--- src/rtl/estc_pkg.sv ---
// Shared widths, calendar constants and reciprocals for the epoch-to-calendar converter.
package estc_pkg;

    // Word field widths.
    localparam int unsigned UNIX_W   = 36;
    localparam int unsigned YEAR_W   = 13;
    localparam int unsigned MONTH_W  = 4;
    localparam int unsigned DAY_W    = 5;
    localparam int unsigned HOUR_W   = 5;
    localparam int unsigned MINUTE_W = 6;
    localparam int unsigned SECOND_W = 6;

    localparam int unsigned SECONDS_BITS_DEF = 36;

    // 86400 = 128 * 675: the low seven bits go straight to the time of day.
    localparam int unsigned TOD_LOW_W  = 7;
    localparam int unsigned DIV_REM_W  = 10;
    localparam int unsigned DIV_STEP   = 4;
    localparam logic [DIV_REM_W:0] DAY_DIV = 11'd675;

    // Internal widths, sized for the largest day count a 36-bit word can give.
    localparam int unsigned DAYS_W  = 20;
    localparam int unsigned Z_W     = 20;
    localparam int unsigned ERA_W   = 3;
    localparam int unsigned DOE_W   = 18;
    localparam int unsigned TOD_W   = 17;
    localparam int unsigned TMIN_W  = 11;
    localparam int unsigned A_W     = 7;
    localparam int unsigned B_W     = 3;
    localparam int unsigned CENT_W  = 2;
    localparam int unsigned YOE_W   = 9;
    localparam int unsigned DOY_W   = 9;
    localparam int unsigned MP_W    = 4;
    localparam int unsigned YCALC_W = 14;

    // Days from 1600-03-01 to 1970-01-01.
    localparam logic [Z_W-1:0]     Z_OFFSET     = 20'd135080;
    localparam logic [Z_W-1:0]     DAYS_PER_ERA = 20'd146097;
    localparam logic [DOE_W-1:0]   DAYS_PER_CENT = 18'd36524;
    localparam logic [DOE_W-1:0]   LAST_DOE     = 18'd146096;
    localparam logic [DOE_W-1:0]   DAYS_PER_YEAR = 18'd365;
    localparam logic [TOD_W-1:0]   SECS_PER_MIN = 17'd60;
    localparam logic [TMIN_W-1:0]  MINS_PER_HOUR = 11'd60;
    localparam logic [YOE_W-1:0]   YEARS_PER_CENT = 9'd100;
    localparam logic [YCALC_W-1:0] YEARS_PER_ERA = 14'd400;
    localparam logic [YCALC_W-1:0] YEAR_BASE    = 14'd1600;
    localparam logic [YCALC_W-1:0] YEAR_LIMIT   = 14'd4147;
    localparam logic [MP_W-1:0]    MP_JAN       = 4'd10;
    localparam logic [MP_W-1:0]    MP_LAST      = 4'd11;

    // Rounded-up reciprocals; each is exact over the operand range it sees.
    localparam int unsigned ERA_SHIFT = 38;
    localparam int unsigned ERA_RCP_W = 21;
    localparam logic [ERA_RCP_W-1:0] ERA_RCP =
        ERA_RCP_W'(((64'd1 << ERA_SHIFT) + 64'd146096) / 64'd146097);

    localparam int unsigned R60_SHIFT = 28;
    localparam int unsigned R60_W     = 23;
    localparam logic [R60_W-1:0] R60_RCP =
        R60_W'(((64'd1 << R60_SHIFT) + 64'd59) / 64'd60);

    localparam int unsigned R1460_SHIFT = 29;
    localparam int unsigned R1460_W     = 19;
    localparam logic [R1460_W-1:0] R1460_RCP =
        R1460_W'(((64'd1 << R1460_SHIFT) + 64'd1459) / 64'd1460);

    localparam int unsigned R365_SHIFT = 27;
    localparam int unsigned R365_W     = 19;
    localparam logic [R365_W-1:0] R365_RCP =
        R365_W'(((64'd1 << R365_SHIFT) + 64'd364) / 64'd365);

    // First day of each month in a year that starts on the first of March.
    function automatic logic [DOY_W-1:0] month_start(input logic [MP_W-1:0] mp);
        logic [DOY_W-1:0] res;
        unique case (mp)
            4'd0:    res = 9'd0;
            4'd1:    res = 9'd31;
            4'd2:    res = 9'd61;
            4'd3:    res = 9'd92;
            4'd4:    res = 9'd122;
            4'd5:    res = 9'd153;
            4'd6:    res = 9'd184;
            4'd7:    res = 9'd214;
            4'd8:    res = 9'd245;
            4'd9:    res = 9'd275;
            4'd10:   res = 9'd306;
            4'd11:   res = 9'd337;
            default: res = 9'd0;
        endcase
        return res;
    endfunction

endpackage

--- src/rtl/epoch_seconds_to_calendar.sv ---
// Pipelined conversion of a UNIX time in seconds to Gregorian UTC date and time of day.
// The long division by 675 that yields the day count runs in the divider stages, four
// quotient bits per stage.
// Throughput: one word per cycle; a stall holds only the stages that are full behind it.
// Reset (rst_n, asynchronous, active low) empties every stage; data registers keep no reset.
module epoch_seconds_to_calendar #(
    parameter int unsigned SECONDS_BITS = estc_pkg::SECONDS_BITS_DEF
) (
    input  logic                           clk,
    input  logic                           rst_n,
    input  logic                           sec_valid,
    output logic                           sec_stall,
    input  logic [estc_pkg::UNIX_W-1:0]    unix_seconds,
    output logic                           cal_valid,
    input  logic                           cal_stall,
    output logic [estc_pkg::YEAR_W-1:0]    year,
    output logic [estc_pkg::MONTH_W-1:0]   month,
    output logic [estc_pkg::DAY_W-1:0]     day,
    output logic [estc_pkg::HOUR_W-1:0]    hour,
    output logic [estc_pkg::MINUTE_W-1:0]  minute,
    output logic [estc_pkg::SECOND_W-1:0]  second,
    output logic                           out_of_range
);
    import estc_pkg::*;

    // Only bits of the word that exist and that the width setting keeps take part.
    localparam int unsigned EFF_BITS   = (SECONDS_BITS < UNIX_W) ? SECONDS_BITS : UNIX_W;
    localparam int unsigned QUO_BITS   = EFF_BITS - TOD_LOW_W;
    localparam int unsigned DIV_STAGES = (QUO_BITS + DIV_STEP - 1) / DIV_STEP;
    localparam int unsigned NUM_W      = DIV_STAGES * DIV_STEP;
    localparam int unsigned N_STAGES   = DIV_STAGES + 9;

    // Stage positions after the divider.
    localparam int unsigned ST_Z   = DIV_STAGES;
    localparam int unsigned ST_ERA = DIV_STAGES + 1;
    localparam int unsigned ST_DOE = DIV_STAGES + 2;
    localparam int unsigned ST_ABC = DIV_STAGES + 3;
    localparam int unsigned ST_N   = DIV_STAGES + 4;
    localparam int unsigned ST_YOE = DIV_STAGES + 5;
    localparam int unsigned ST_DOY = DIV_STAGES + 6;
    localparam int unsigned ST_MP  = DIV_STAGES + 7;
    localparam int unsigned ST_OUT = DIV_STAGES + 8;

    localparam int unsigned ERA_PW   = Z_W + ERA_RCP_W;
    localparam int unsigned TODP_W   = TOD_W + R60_W;
    localparam int unsigned TMINP_W  = TMIN_W + R60_W;
    localparam int unsigned R1460P_W = DOE_W + R1460_W;
    localparam int unsigned R365P_W  = DOE_W + R365_W;

    // ------------------------------------------------------------------
    // Flow control. Each stage holds a valid bit; a stage takes a new word
    // whenever it is empty or the stage after it moves on, so bubbles
    // close up while the output is stalled.
    // ------------------------------------------------------------------
    logic [N_STAGES-1:0] vld_reg;
    logic [N_STAGES-1:0] vld_next;
    logic [N_STAGES-1:0] vld_in;
    logic [N_STAGES-1:0] rdy;

    always_comb
    begin
        rdy[N_STAGES-1] = !vld_reg[N_STAGES-1] || !cal_stall;
        for (int k = N_STAGES - 2; k >= 0; k--)
        begin
            rdy[k] = !vld_reg[k] || rdy[k+1];
        end
    end

    assign vld_in    = {vld_reg[N_STAGES-2:0], sec_valid};
    assign vld_next  = (rdy & vld_in) | (~rdy & vld_reg);
    assign sec_stall = !rdy[0];
    assign cal_valid = vld_reg[N_STAGES-1];

    always_ff @(posedge clk or negedge rst_n)
    begin
        if (!rst_n)
        begin
            vld_reg <= '0;
        end
        else
        begin
            vld_reg <= vld_next;
        end
    end

    // ------------------------------------------------------------------
    // Days and seconds of the day. The seconds above the low seven bits
    // are divided by 675 with a restoring long division, four quotient
    // bits per stage. The quotient is the day count; the remainder,
    // joined with the low seven bits, is the second of the day.
    // ------------------------------------------------------------------
    logic [DIV_REM_W-1:0] div_rem_reg [DIV_STAGES];
    logic [NUM_W-1:0]     div_num_reg [DIV_STAGES];
    logic [TOD_LOW_W-1:0] div_low_reg [DIV_STAGES];

    for (genvar gd = 0; gd < DIV_STAGES; gd++)
    begin : g_div
        logic [DIV_REM_W-1:0] rem_in;
        logic [DIV_REM_W-1:0] rem_next;
        logic [NUM_W-1:0]     num_in;
        logic [NUM_W-1:0]     num_next;
        logic [TOD_LOW_W-1:0] low_in;

        if (gd == 0)
        begin : g_first
            assign rem_in = '0;
            assign num_in = NUM_W'(unix_seconds[EFF_BITS-1:TOD_LOW_W]);
            assign low_in = unix_seconds[TOD_LOW_W-1:0];
        end
        else
        begin : g_rest
            assign rem_in = div_rem_reg[gd-1];
            assign num_in = div_num_reg[gd-1];
            assign low_in = div_low_reg[gd-1];
        end

        always_comb
        begin : div_steps
            logic [DIV_REM_W:0] trial;
            rem_next = rem_in;
            num_next = num_in;
            for (int s = 0; s < DIV_STEP; s++)
            begin
                trial    = {rem_next, num_next[NUM_W-1]};
                num_next = {num_next[NUM_W-2:0], 1'b0};
                if (trial >= DAY_DIV)
                begin
                    rem_next    = DIV_REM_W'(trial - DAY_DIV);
                    num_next[0] = 1'b1;
                end
                else
                begin
                    rem_next = trial[DIV_REM_W-1:0];
                end
            end
        end

        always_ff @(posedge clk)
        begin
            if (rdy[gd])
            begin
                div_rem_reg[gd] <= rem_next;
                div_num_reg[gd] <= num_next;
                div_low_reg[gd] <= low_in;
            end
        end
    end

    // ------------------------------------------------------------------
    // Day count moved to a 400-year era that starts on 1600-03-01, so the
    // leap day falls at the end of each year and the year of the era,
    // the day of that year and the month follow by plain arithmetic.
    // ------------------------------------------------------------------
    logic [Z_W-1:0]   p1_z_reg;
    logic [Z_W-1:0]   p1_z_next;
    logic [TOD_W-1:0] p1_tod_reg;
    logic [TOD_W-1:0] p1_tod_next;

    assign p1_z_next   = Z_W'(div_num_reg[DIV_STAGES-1][DAYS_W-1:0]) + Z_OFFSET;
    assign p1_tod_next = {div_rem_reg[DIV_STAGES-1], div_low_reg[DIV_STAGES-1]};

    always_ff @(posedge clk)
    begin
        if (rdy[ST_Z])
        begin
            p1_z_reg   <= p1_z_next;
            p1_tod_reg <= p1_tod_next;
        end
    end

    // Era number and minute of the day, both by reciprocal multiplication.
    logic [ERA_PW-1:0] era_prod;
    logic [TODP_W-1:0] tmin_prod;
    logic [Z_W-1:0]    p2_z_reg;
    logic [ERA_W-1:0]  p2_era_reg;
    logic [ERA_W-1:0]  p2_era_next;
    logic [TOD_W-1:0]  p2_tod_reg;
    logic [TMIN_W-1:0] p2_tmin_reg;
    logic [TMIN_W-1:0] p2_tmin_next;

    assign era_prod     = ERA_PW'(p1_z_reg) * ERA_PW'(ERA_RCP);
    assign p2_era_next  = ERA_W'(era_prod >> ERA_SHIFT);
    assign tmin_prod    = TODP_W'(p1_tod_reg) * TODP_W'(R60_RCP);
    assign p2_tmin_next = TMIN_W'(tmin_prod >> R60_SHIFT);

    always_ff @(posedge clk)
    begin
        if (rdy[ST_ERA])
        begin
            p2_z_reg    <= p1_z_reg;
            p2_era_reg  <= p2_era_next;
            p2_tod_reg  <= p1_tod_reg;
            p2_tmin_reg <= p2_tmin_next;
        end
    end

    // Day of the era and second of the minute.
    logic [DOE_W-1:0]    p3_doe_reg;
    logic [DOE_W-1:0]    p3_doe_next;
    logic [ERA_W-1:0]    p3_era_reg;
    logic [TMIN_W-1:0]   p3_tmin_reg;
    logic [SECOND_W-1:0] p3_sec_reg;
    logic [SECOND_W-1:0] p3_sec_next;

    assign p3_doe_next = DOE_W'(p2_z_reg - Z_W'(Z_W'(p2_era_reg) * DAYS_PER_ERA));
    assign p3_sec_next = SECOND_W'(p2_tod_reg - TOD_W'(TOD_W'(p2_tmin_reg) * SECS_PER_MIN));

    always_ff @(posedge clk)
    begin
        if (rdy[ST_DOE])
        begin
            p3_doe_reg  <= p3_doe_next;
            p3_era_reg  <= p2_era_reg;
            p3_tmin_reg <= p2_tmin_reg;
            p3_sec_reg  <= p3_sec_next;
        end
    end

    // Leap-day corrections: four-year groups, centuries and the final day
    // of the era; hour of the day alongside.
    logic [R1460P_W-1:0] a_prod;
    logic [TMINP_W-1:0]  hr_prod;
    logic [DOE_W-1:0]    p4_doe_reg;
    logic [A_W-1:0]      p4_a_reg;
    logic [A_W-1:0]      p4_a_next;
    logic [B_W-1:0]      p4_b_reg;
    logic [B_W-1:0]      p4_b_next;
    logic                p4_c_reg;
    logic                p4_c_next;
    logic [ERA_W-1:0]    p4_era_reg;
    logic [TMIN_W-1:0]   p4_tmin_reg;
    logic [HOUR_W-1:0]   p4_hr_reg;
    logic [HOUR_W-1:0]   p4_hr_next;
    logic [SECOND_W-1:0] p4_sec_reg;

    assign a_prod     = R1460P_W'(p3_doe_reg) * R1460P_W'(R1460_RCP);
    assign p4_a_next  = A_W'(a_prod >> R1460_SHIFT);
    assign p4_b_next  = B_W'(p3_doe_reg >= DAYS_PER_CENT)
                      + B_W'(p3_doe_reg >= DOE_W'(2 * DAYS_PER_CENT))
                      + B_W'(p3_doe_reg >= DOE_W'(3 * DAYS_PER_CENT))
                      + B_W'(p3_doe_reg >= DOE_W'(4 * DAYS_PER_CENT));
    assign p4_c_next  = (p3_doe_reg == LAST_DOE);
    assign hr_prod    = TMINP_W'(p3_tmin_reg) * TMINP_W'(R60_RCP);
    assign p4_hr_next = HOUR_W'(hr_prod >> R60_SHIFT);

    always_ff @(posedge clk)
    begin
        if (rdy[ST_ABC])
        begin
            p4_doe_reg  <= p3_doe_reg;
            p4_a_reg    <= p4_a_next;
            p4_b_reg    <= p4_b_next;
            p4_c_reg    <= p4_c_next;
            p4_era_reg  <= p3_era_reg;
            p4_tmin_reg <= p3_tmin_reg;
            p4_hr_reg   <= p4_hr_next;
            p4_sec_reg  <= p3_sec_reg;
        end
    end

    // Day of the era with leap days taken out, ready to split into years;
    // minute of the hour alongside.
    logic [DOE_W-1:0]    p5_n_reg;
    logic [DOE_W-1:0]    p5_n_next;
    logic [DOE_W-1:0]    p5_doe_reg;
    logic [ERA_W-1:0]    p5_era_reg;
    logic [HOUR_W-1:0]   p5_hr_reg;
    logic [MINUTE_W-1:0] p5_min_reg;
    logic [MINUTE_W-1:0] p5_min_next;
    logic [SECOND_W-1:0] p5_sec_reg;

    assign p5_n_next   = p4_doe_reg - DOE_W'(p4_a_reg) + DOE_W'(p4_b_reg) - DOE_W'(p4_c_reg);
    assign p5_min_next = MINUTE_W'(p4_tmin_reg
                       - TMIN_W'(TMIN_W'(p4_hr_reg) * MINS_PER_HOUR));

    always_ff @(posedge clk)
    begin
        if (rdy[ST_N])
        begin
            p5_n_reg   <= p5_n_next;
            p5_doe_reg <= p4_doe_reg;
            p5_era_reg <= p4_era_reg;
            p5_hr_reg  <= p4_hr_reg;
            p5_min_reg <= p5_min_next;
            p5_sec_reg <= p4_sec_reg;
        end
    end

    // Year of the era.
    logic [R365P_W-1:0]  yoe_prod;
    logic [YOE_W-1:0]    p6_yoe_reg;
    logic [YOE_W-1:0]    p6_yoe_next;
    logic [DOE_W-1:0]    p6_doe_reg;
    logic [ERA_W-1:0]    p6_era_reg;
    logic [HOUR_W-1:0]   p6_hr_reg;
    logic [MINUTE_W-1:0] p6_min_reg;
    logic [SECOND_W-1:0] p6_sec_reg;

    assign yoe_prod    = R365P_W'(p5_n_reg) * R365P_W'(R365_RCP);
    assign p6_yoe_next = YOE_W'(yoe_prod >> R365_SHIFT);

    always_ff @(posedge clk)
    begin
        if (rdy[ST_YOE])
        begin
            p6_yoe_reg <= p6_yoe_next;
            p6_doe_reg <= p5_doe_reg;
            p6_era_reg <= p5_era_reg;
            p6_hr_reg  <= p5_hr_reg;
            p6_min_reg <= p5_min_reg;
            p6_sec_reg <= p5_sec_reg;
        end
    end

    // Day of the March-based year.
    logic [CENT_W-1:0]   cent;
    logic [DOE_W-1:0]    year_start;
    logic [DOY_W-1:0]    p7_doy_reg;
    logic [DOY_W-1:0]    p7_doy_next;
    logic [YOE_W-1:0]    p7_yoe_reg;
    logic [ERA_W-1:0]    p7_era_reg;
    logic [HOUR_W-1:0]   p7_hr_reg;
    logic [MINUTE_W-1:0] p7_min_reg;
    logic [SECOND_W-1:0] p7_sec_reg;

    assign cent        = CENT_W'(p6_yoe_reg >= YEARS_PER_CENT)
                       + CENT_W'(p6_yoe_reg >= YOE_W'(2 * YEARS_PER_CENT))
                       + CENT_W'(p6_yoe_reg >= YOE_W'(3 * YEARS_PER_CENT));
    assign year_start  = DOE_W'(DOE_W'(p6_yoe_reg) * DAYS_PER_YEAR)
                       + DOE_W'(p6_yoe_reg >> 2) - DOE_W'(cent);
    assign p7_doy_next = DOY_W'(p6_doe_reg - year_start);

    always_ff @(posedge clk)
    begin
        if (rdy[ST_DOY])
        begin
            p7_doy_reg <= p7_doy_next;
            p7_yoe_reg <= p6_yoe_reg;
            p7_era_reg <= p6_era_reg;
            p7_hr_reg  <= p6_hr_reg;
            p7_min_reg <= p6_min_reg;
            p7_sec_reg <= p6_sec_reg;
        end
    end

    // Month of the March-based year: count the month starts already passed.
    logic [MP_W-1:0]     p8_mp_reg;
    logic [MP_W-1:0]     p8_mp_next;
    logic [DOY_W-1:0]    p8_doy_reg;
    logic [YOE_W-1:0]    p8_yoe_reg;
    logic [ERA_W-1:0]    p8_era_reg;
    logic [HOUR_W-1:0]   p8_hr_reg;
    logic [MINUTE_W-1:0] p8_min_reg;
    logic [SECOND_W-1:0] p8_sec_reg;

    always_comb
    begin
        p8_mp_next = '0;
        for (int i = 1; i <= int'(MP_LAST); i++)
        begin
            p8_mp_next = p8_mp_next + MP_W'(p7_doy_reg >= month_start(MP_W'(i)));
        end
    end

    always_ff @(posedge clk)
    begin
        if (rdy[ST_MP])
        begin
            p8_mp_reg  <= p8_mp_next;
            p8_doy_reg <= p7_doy_reg;
            p8_yoe_reg <= p7_yoe_reg;
            p8_era_reg <= p7_era_reg;
            p8_hr_reg  <= p7_hr_reg;
            p8_min_reg <= p7_min_reg;
            p8_sec_reg <= p7_sec_reg;
        end
    end

    // ------------------------------------------------------------------
    // Output register. January and February belong to the following
    // civil year. A year beyond the supported range gives all-zero fields
    // with the range flag set.
    // ------------------------------------------------------------------
    logic                jan_feb;
    logic [YCALC_W-1:0]  year_calc;
    logic                oor;
    logic [MONTH_W-1:0]  month_calc;
    logic [DAY_W-1:0]    day_calc;

    logic [YEAR_W-1:0]   year_reg;
    logic [YEAR_W-1:0]   year_next;
    logic [MONTH_W-1:0]  month_reg;
    logic [MONTH_W-1:0]  month_next;
    logic [DAY_W-1:0]    day_reg;
    logic [DAY_W-1:0]    day_next;
    logic [HOUR_W-1:0]   hour_reg;
    logic [HOUR_W-1:0]   hour_next;
    logic [MINUTE_W-1:0] minute_reg;
    logic [MINUTE_W-1:0] minute_next;
    logic [SECOND_W-1:0] second_reg;
    logic [SECOND_W-1:0] second_next;
    logic                oor_reg;

    assign jan_feb    = (p8_mp_reg >= MP_JAN);
    assign month_calc = jan_feb ? MONTH_W'(p8_mp_reg - MP_W'(9)) : MONTH_W'(p8_mp_reg + MP_W'(3));
    assign day_calc   = DAY_W'(p8_doy_reg - month_start(p8_mp_reg) + DOY_W'(1));
    assign year_calc  = YEAR_BASE + YCALC_W'(p8_era_reg) * YEARS_PER_ERA
                      + YCALC_W'(p8_yoe_reg) + YCALC_W'(jan_feb);
    assign oor        = (year_calc > YEAR_LIMIT);

    assign year_next   = oor ? '0 : YEAR_W'(year_calc);
    assign month_next  = oor ? '0 : month_calc;
    assign day_next    = oor ? '0 : day_calc;
    assign hour_next   = oor ? '0 : p8_hr_reg;
    assign minute_next = oor ? '0 : p8_min_reg;
    assign second_next = oor ? '0 : p8_sec_reg;

    always_ff @(posedge clk)
    begin
        if (rdy[ST_OUT])
        begin
            year_reg   <= year_next;
            month_reg  <= month_next;
            day_reg    <= day_next;
            hour_reg   <= hour_next;
            minute_reg <= minute_next;
            second_reg <= second_next;
            oor_reg    <= oor;
        end
    end

    assign year         = year_reg;
    assign month        = month_reg;
    assign day          = day_reg;
    assign hour         = hour_reg;
    assign minute       = minute_reg;
    assign second       = second_reg;
    assign out_of_range = oor_reg;

endmodule

--- config.mk ---
export PLATFORM = sky130hd
export DESIGN_NAME = epoch_seconds_to_calendar
export DESIGN_NICKNAME = d
export VERILOG_FILES = /design/src/rtl/estc_pkg.sv /design/src/rtl/epoch_seconds_to_calendar.sv
export SDC_FILE = /design/constraint.sdc
export NUM_CORES = 2
export LEC_CHECK = 0
export BUFFER_PORTS_ARGS = -buffer_cell sky130_fd_sc_hd__buf_2
export CAP_MARGIN = 20
export CORE_AREA = 2 2 307 461
export CTS_CLUSTER_DIAMETER = 200
export DETAILED_ROUTE_END_ITERATION = 6
export DIE_AREA = 0 0 309 463
export PLACE_DENSITY_LB_ADDON = 0.3
export RECOVER_POWER = 25
export SETUP_SLACK_MARGIN = 0.2
export SYNTH_ARGS = -nofsm -noshare
export SYNTH_HDL_FRONTEND = slang
export SYNTH_SLANG_ARGS = --single-unit
--- constraint.sdc ---
create_clock -name clk -period 20.5 [get_ports clk]
set_input_delay 2.05 -clock clk [delete_from_list [all_inputs] [get_ports clk]]
set_output_delay 2.05 -clock clk [all_outputs]
set_load 0.01 [all_outputs]
== After elaboration in Yosys (flattened, before gate mapping) ==
Memories as Yosys holds them, arrays and structs flattened. A register that Yosys moved wholly into a read port is not among the register bits.
Cells that the tools add are included.
Widths: inputs -> output; s select.
Word-level totals
  bits in registers: 363
  memory bits (writable): 392
  bits in read-only memories: 144
  input port bits: 40
  memories kept: 4
Memories
  div_num_reg: depth 8, width 32, rd ports 8, clocked after memory_dff 0, write ports 8, RTL line epoch_seconds_to_calendar.sv:93  | logic [NUM_W-1:0] div_num_reg [DIV_STAGES];
  (name not given): depth 16, width 9, rd ports 1, clocked after memory_dff 1, write ports 0, RTL line estc_pkg.sv:75  | unique case (mp)
  div_rem_reg: depth 8, width 10, rd ports 8, clocked after memory_dff 1, write ports 8, RTL line epoch_seconds_to_calendar.sv:92  | logic [DIV_REM_W-1:0] div_rem_reg [DIV_STAGES];
  div_low_reg: depth 8, width 7, rd ports 8, clocked after memory_dff 1, write ports 8, RTL line epoch_seconds_to_calendar.sv:94  | logic [TOD_LOW_W-1:0] div_low_reg [DIV_STAGES];
Operators by class
  $add $sub $neg: 61
  multiply operators: 10
  magnitude comparators: 49
  equality and inequality tests: 1
  mux-type cells: 76
  bitwise gates (word level): 4
  reduce and logical (&&, ||, !) cells: 36
Operators by type and width (number)
  $ge 11x10->1 const B: 28
  $mux 10: 29
  $sub 10x10->10 const B: 28
  $mul 18x16->33 const B: 2
  $ge 9x8->1 const B: 5
  $mux 1: 45
  $mul 17x23->39 const B: 1
  $mul 20x19->39 const B: 1
  $ge 18x17->1 const B: 2
  $ge 9x9->1 const B: 4
  $and 17x17->17: 2
  $mul 11x23->33 const B: 1
  $add 4x1->4: 7
  $ge 9x7->1 const B: 3
  $add 20x18->20 const B: 1
  $logic_not 1->1: 19
  $add 18x3->18: 1
  $eq 18x18->1 const B: 1
  $ge 18x16->1 const B: 1
  $ge 18x18->1 const B: 1
  $mul 3x18->18 const B: 1
  $sub 18x1->18: 1
  $sub 18x18->18: 1
  $sub 18x7->18: 1
  other kinds (30): 51

== Longest topological paths before layout ==
  depth in word-level cells: 21
  mapped depth: 29
  gate-level depth less buffers: 27

== Least setup slack after synthesis ==
OpenSTA, ideal clock, no wires.
  kind: input-to-output
  start: in cal_stall
  end: out sec_stall
  arrival: 8276 ps
  setup slack: 10174 ps
  stages: 13
  buffers on the path: 1
  cell sequence: and3_1 > clkbuf_1 > clkinv_1 > nor2_1 > and2_1 > and3_1 > and2_1 > nand3_1 > nor2_1 > nand3_1 > nor2_1 > nand3_1 > inv_1
Between the ends
  longest elaborated chain between the ends: 19
RTL lines
  start: declaration: RTL line epoch_seconds_to_calendar.sv:15  | input logic cal_stall,
  $logic_not 1->1: RTL line epoch_seconds_to_calendar.sv:62  | rdy[N_STAGES-1] = !vld_reg[N_STAGES-1] || !cal_stall;
  $logic_or 1x1->1: RTL line epoch_seconds_to_calendar.sv:62
  $logic_or 1x1->1 (16 in series): RTL line epoch_seconds_to_calendar.sv:65  | rdy[k] = !vld_reg[k] || rdy[k+1];
  $logic_not 1->1: RTL line epoch_seconds_to_calendar.sv:71  | assign sec_stall = !rdy[0];
  end: declaration: RTL line epoch_seconds_to_calendar.sv:12  | output logic sec_stall,
Every way passes these cells.

== Final worst setup path ==
Same ends and word-level chain as after synthesis.

==> impl_results.md <==
* CTS Sinks at 678
* Clock buffer count from CTS at 72
* H-tree depth at 3
* Slowest stage delay, CP at between 0.3 and 0.4 ns
* CTS resizes at 0
* Root Buffer: clkbuf_16
* Max FFs per register at 172
* HP Class: reg -> reg
* Sequential area share after synthesis at 0.3655
* Flops & latches, synth at 678
* Top Usage Layer GRT: met2
* Row count at 168
* Synth unique cells at 117
* Post-DRT Antenna Nets at 0
* Status: finished, final reports clean
* CTS tree: done
* Starting Density at 0.3976
* Via density at 5.118
* I/O pin cnt at 82
* GRT met1 Usage at 0.1653
* Post-Synthesis Cells at 4700
* Post-synth EDFFs at between 600 and 700
* Die outline height at 463 um
* Met2 Use GR at 0.3153
* DP HPWL at approximately 89000 um
* Startpoint types: primary input
* Routed WL per cell at 16.39 um
* Cts hold-fix bufs at 0
* Yosys top cell area share at 0.3560
* Cell taking the most area after synthesis: edfxtp_1
* Final net count at 6111
* Total inserted antenna cells at 0
* Worst-skew pair later-pin latency at about 0.63 ns
* CP Capture Type: output port
* Async SR Flop Fraction at 0.02507
* Ratio of final minimum period to clock period at 0.3880
* DIE WIDTH at 309 um
* Critical path cell sequence: buf_2 -> and3_1 -> clkinv_1 -> buf_4 -> nor2_1 -> and2_1 -> and3_1 -> and2_1 -> nand3_2 -> nor2_1 -> nand3_2 -> buf_4 -> nor2_1 -> nand3_2 -> buf_4 -> inv_1 -> buf_2
* Slew of the pin with the lowest slew margin at 1.127 ns
* Area Overhead vs Synth at 9.014%
* Post-Syn Area per Cell at 11.77 um2
* Wirelength, routed at 110300 um
* Relative slew slack at 0.2489
* Total track usage at 0.1585
* Initial DRC Count at 1754
* Slowest CP cell: nor2_1
* Vias in the first global route at ~37000
* Syn_nets at between 6000 and 7000
* Largest net degree at the start of global routing at 50
* Final Hold Viols at 0
* Max Slew Vio Count at 0
* First-pass GRT wire length at 184100 um
* Fillcell total at roughly 13000
* Vias at 34460
* Synth area leaders: edfxtp_1, ha_1, fa_1, inv_1, xnor2_1
* Primary FF master, synth: edfxtp_1
* Layout cell share with drive strength beyond 1 at 0.06889
* Port-buffer cells at 81
* DRC at 0
* Fmax at 125.7 MHz
* Clock Skews at 0.03307 ns
* Final setup vio count at 0
* Mapped Area at 55330 um2
* Setup_tns at 0 ns
* DIE AREA at 143100 um2
* WP data arrival at 5.90 ns
* Core area at 139200 um2
* CP required at 18.45 ns
* Critical path class: in -> out
* Drt first pass iters at 5
* Yosys warns at 0
* Clock transition at path regs at 0.06 ns
* Initial antenna violation count at 0
* RSZ-0062 raised after global routing: no
* GR Util met3 at 0.01385
* Max_cap viols at 0
* Grt total ovfl at 0
* Setup Fix Bufs, Post-CTS at 0
* Min Tclk post-route at between 7 and 8 ns
* Clk buf depth at 3
* Crit-path max FO at 44
* Placer congestion estimate at ~0.88
-- layer usage --
metal / part of all wire / routed length, um
met4: 0.043 / 4714
met5: 0 / 0
met2: 0.56 / 62320
met3: 0.022 / 2401
met1: 0.37 / 40890
-- cell families after synthesis --
| kind of cell | after synthesis | synth area share |
|---|---|---|
| AO/OA/AOI/OAI | 813 | 0.1055 |
| XOR/XNOR | 263 | 0.04163 |
| adder cells (fa/ha/maj) | 1266 | 0.3463 |
| buffers and inverters | 824 | 0.05685 |
| flip-flops | 678 | 0.3655 |
| multiplexers | 46 | 0.009000 |
| AND/OR/NAND/NOR | 810 | 0.07517 |
-- critical path: cells and delay by family --
kind,cells,cell delay (ns)
buffers and inverters,7,1.27
and+or+nand+nor,10,2.54
-- synth_stat cells (23+ instances only) --
| library cell | instances |
|---|---|
| nor2_1 | 187 |
| nor4_1 | 23 |
| a211oi_1 | 35 |
| nor2b_1 | 52 |
| xnor2_1 | 188 |
| ha_1 | 824 |
| and2_1 | 26 |
| o21a_1 | 39 |
| a21oi_1 | 160 |
| edfxtp_1 | 656 |
| a21o_1 | 69 |
| and3_1 | 29 |
| or2_2 | 25 |
| a31oi_1 | 34 |
| nand2b_1 | 54 |
| nor3_1 | 63 |
| fa_1 | 442 |
| nand4_1 | 28 |
| xor2_1 | 75 |
| inv_1 | 746 |
| clkbuf_1 | 47 |
| o21ai_0 | 124 |
| nand2_1 | 176 |
| mux2_2 | 23 |
| o211ai_1 | 36 |
| nand3_1 | 57 |
-- cell usage in the layout (no fill, tap or decap), drive strengths merged, types with 40 or more instances in the layout --
cell,n
a21o,69
a21oi,163
buf,103
clkbuf,96
edfxtp,656
fa,442
ha,824
inv,754
nand2,177
nand2b,54
nand3,59
nor2,191
nor2b,52
nor3,64
o21a,40
o21ai,144
xnor2,188
xor2,75
-- final timing paths --
path,slack (ns),cells after the start,to,startpoint
setup reg to reg,12.99,23,p2_era_reg[2],p1_z_reg[7]
min in group asynchronous,1.40,1,asynchronous set/reset pin,rst_n
hold / removal,0.40,0,div_num_reg[0][50],div_num_reg[0][14]
hold reg to reg,0.40,0,div_num_reg[0][50],div_num_reg[0][14]
setup / recovery,12.55,17,sec_stall,cal_stall
max in group asynchronous,18.70,1,asynchronous set/reset pin,rst_n
-- metrics by stage --
step	hold WS (ns)	instances	worst slack [ns]	utilization	area [um2]
finish	0.4026	6733	12.55	0.4334	60320
global route	0.4092	6733	12.16	0.4334	60320
CTS	0.4004	6729	11.81	0.4330	60250
detailed placement	0.4045	6597	11.82	0.4162	57910
global placement	0.4003	6597	11.85	0.4162	57910
floorplan	0.4003	4700	10.17	-	55330
-- layout make-up --
type / instances / area [um2] / area share
multi-input combinational: 3198 / 31990 / 0.5303
sequential: 678 / 20220 / 0.3353
timing repair buffer: 103 / 605.6 / 0.01004
tap: 1870 / 2340 / 0.03879
inverter: 752 / 2823 / 0.04680
clock buffer: 96 / 1964 / 0.03257
clock inverter: 36 / 372.9 / 0.006182
Power is left out: the tool's default activity adds up to more than one toggle a clock period on the data nets, which glitch-free logic cannot reach.
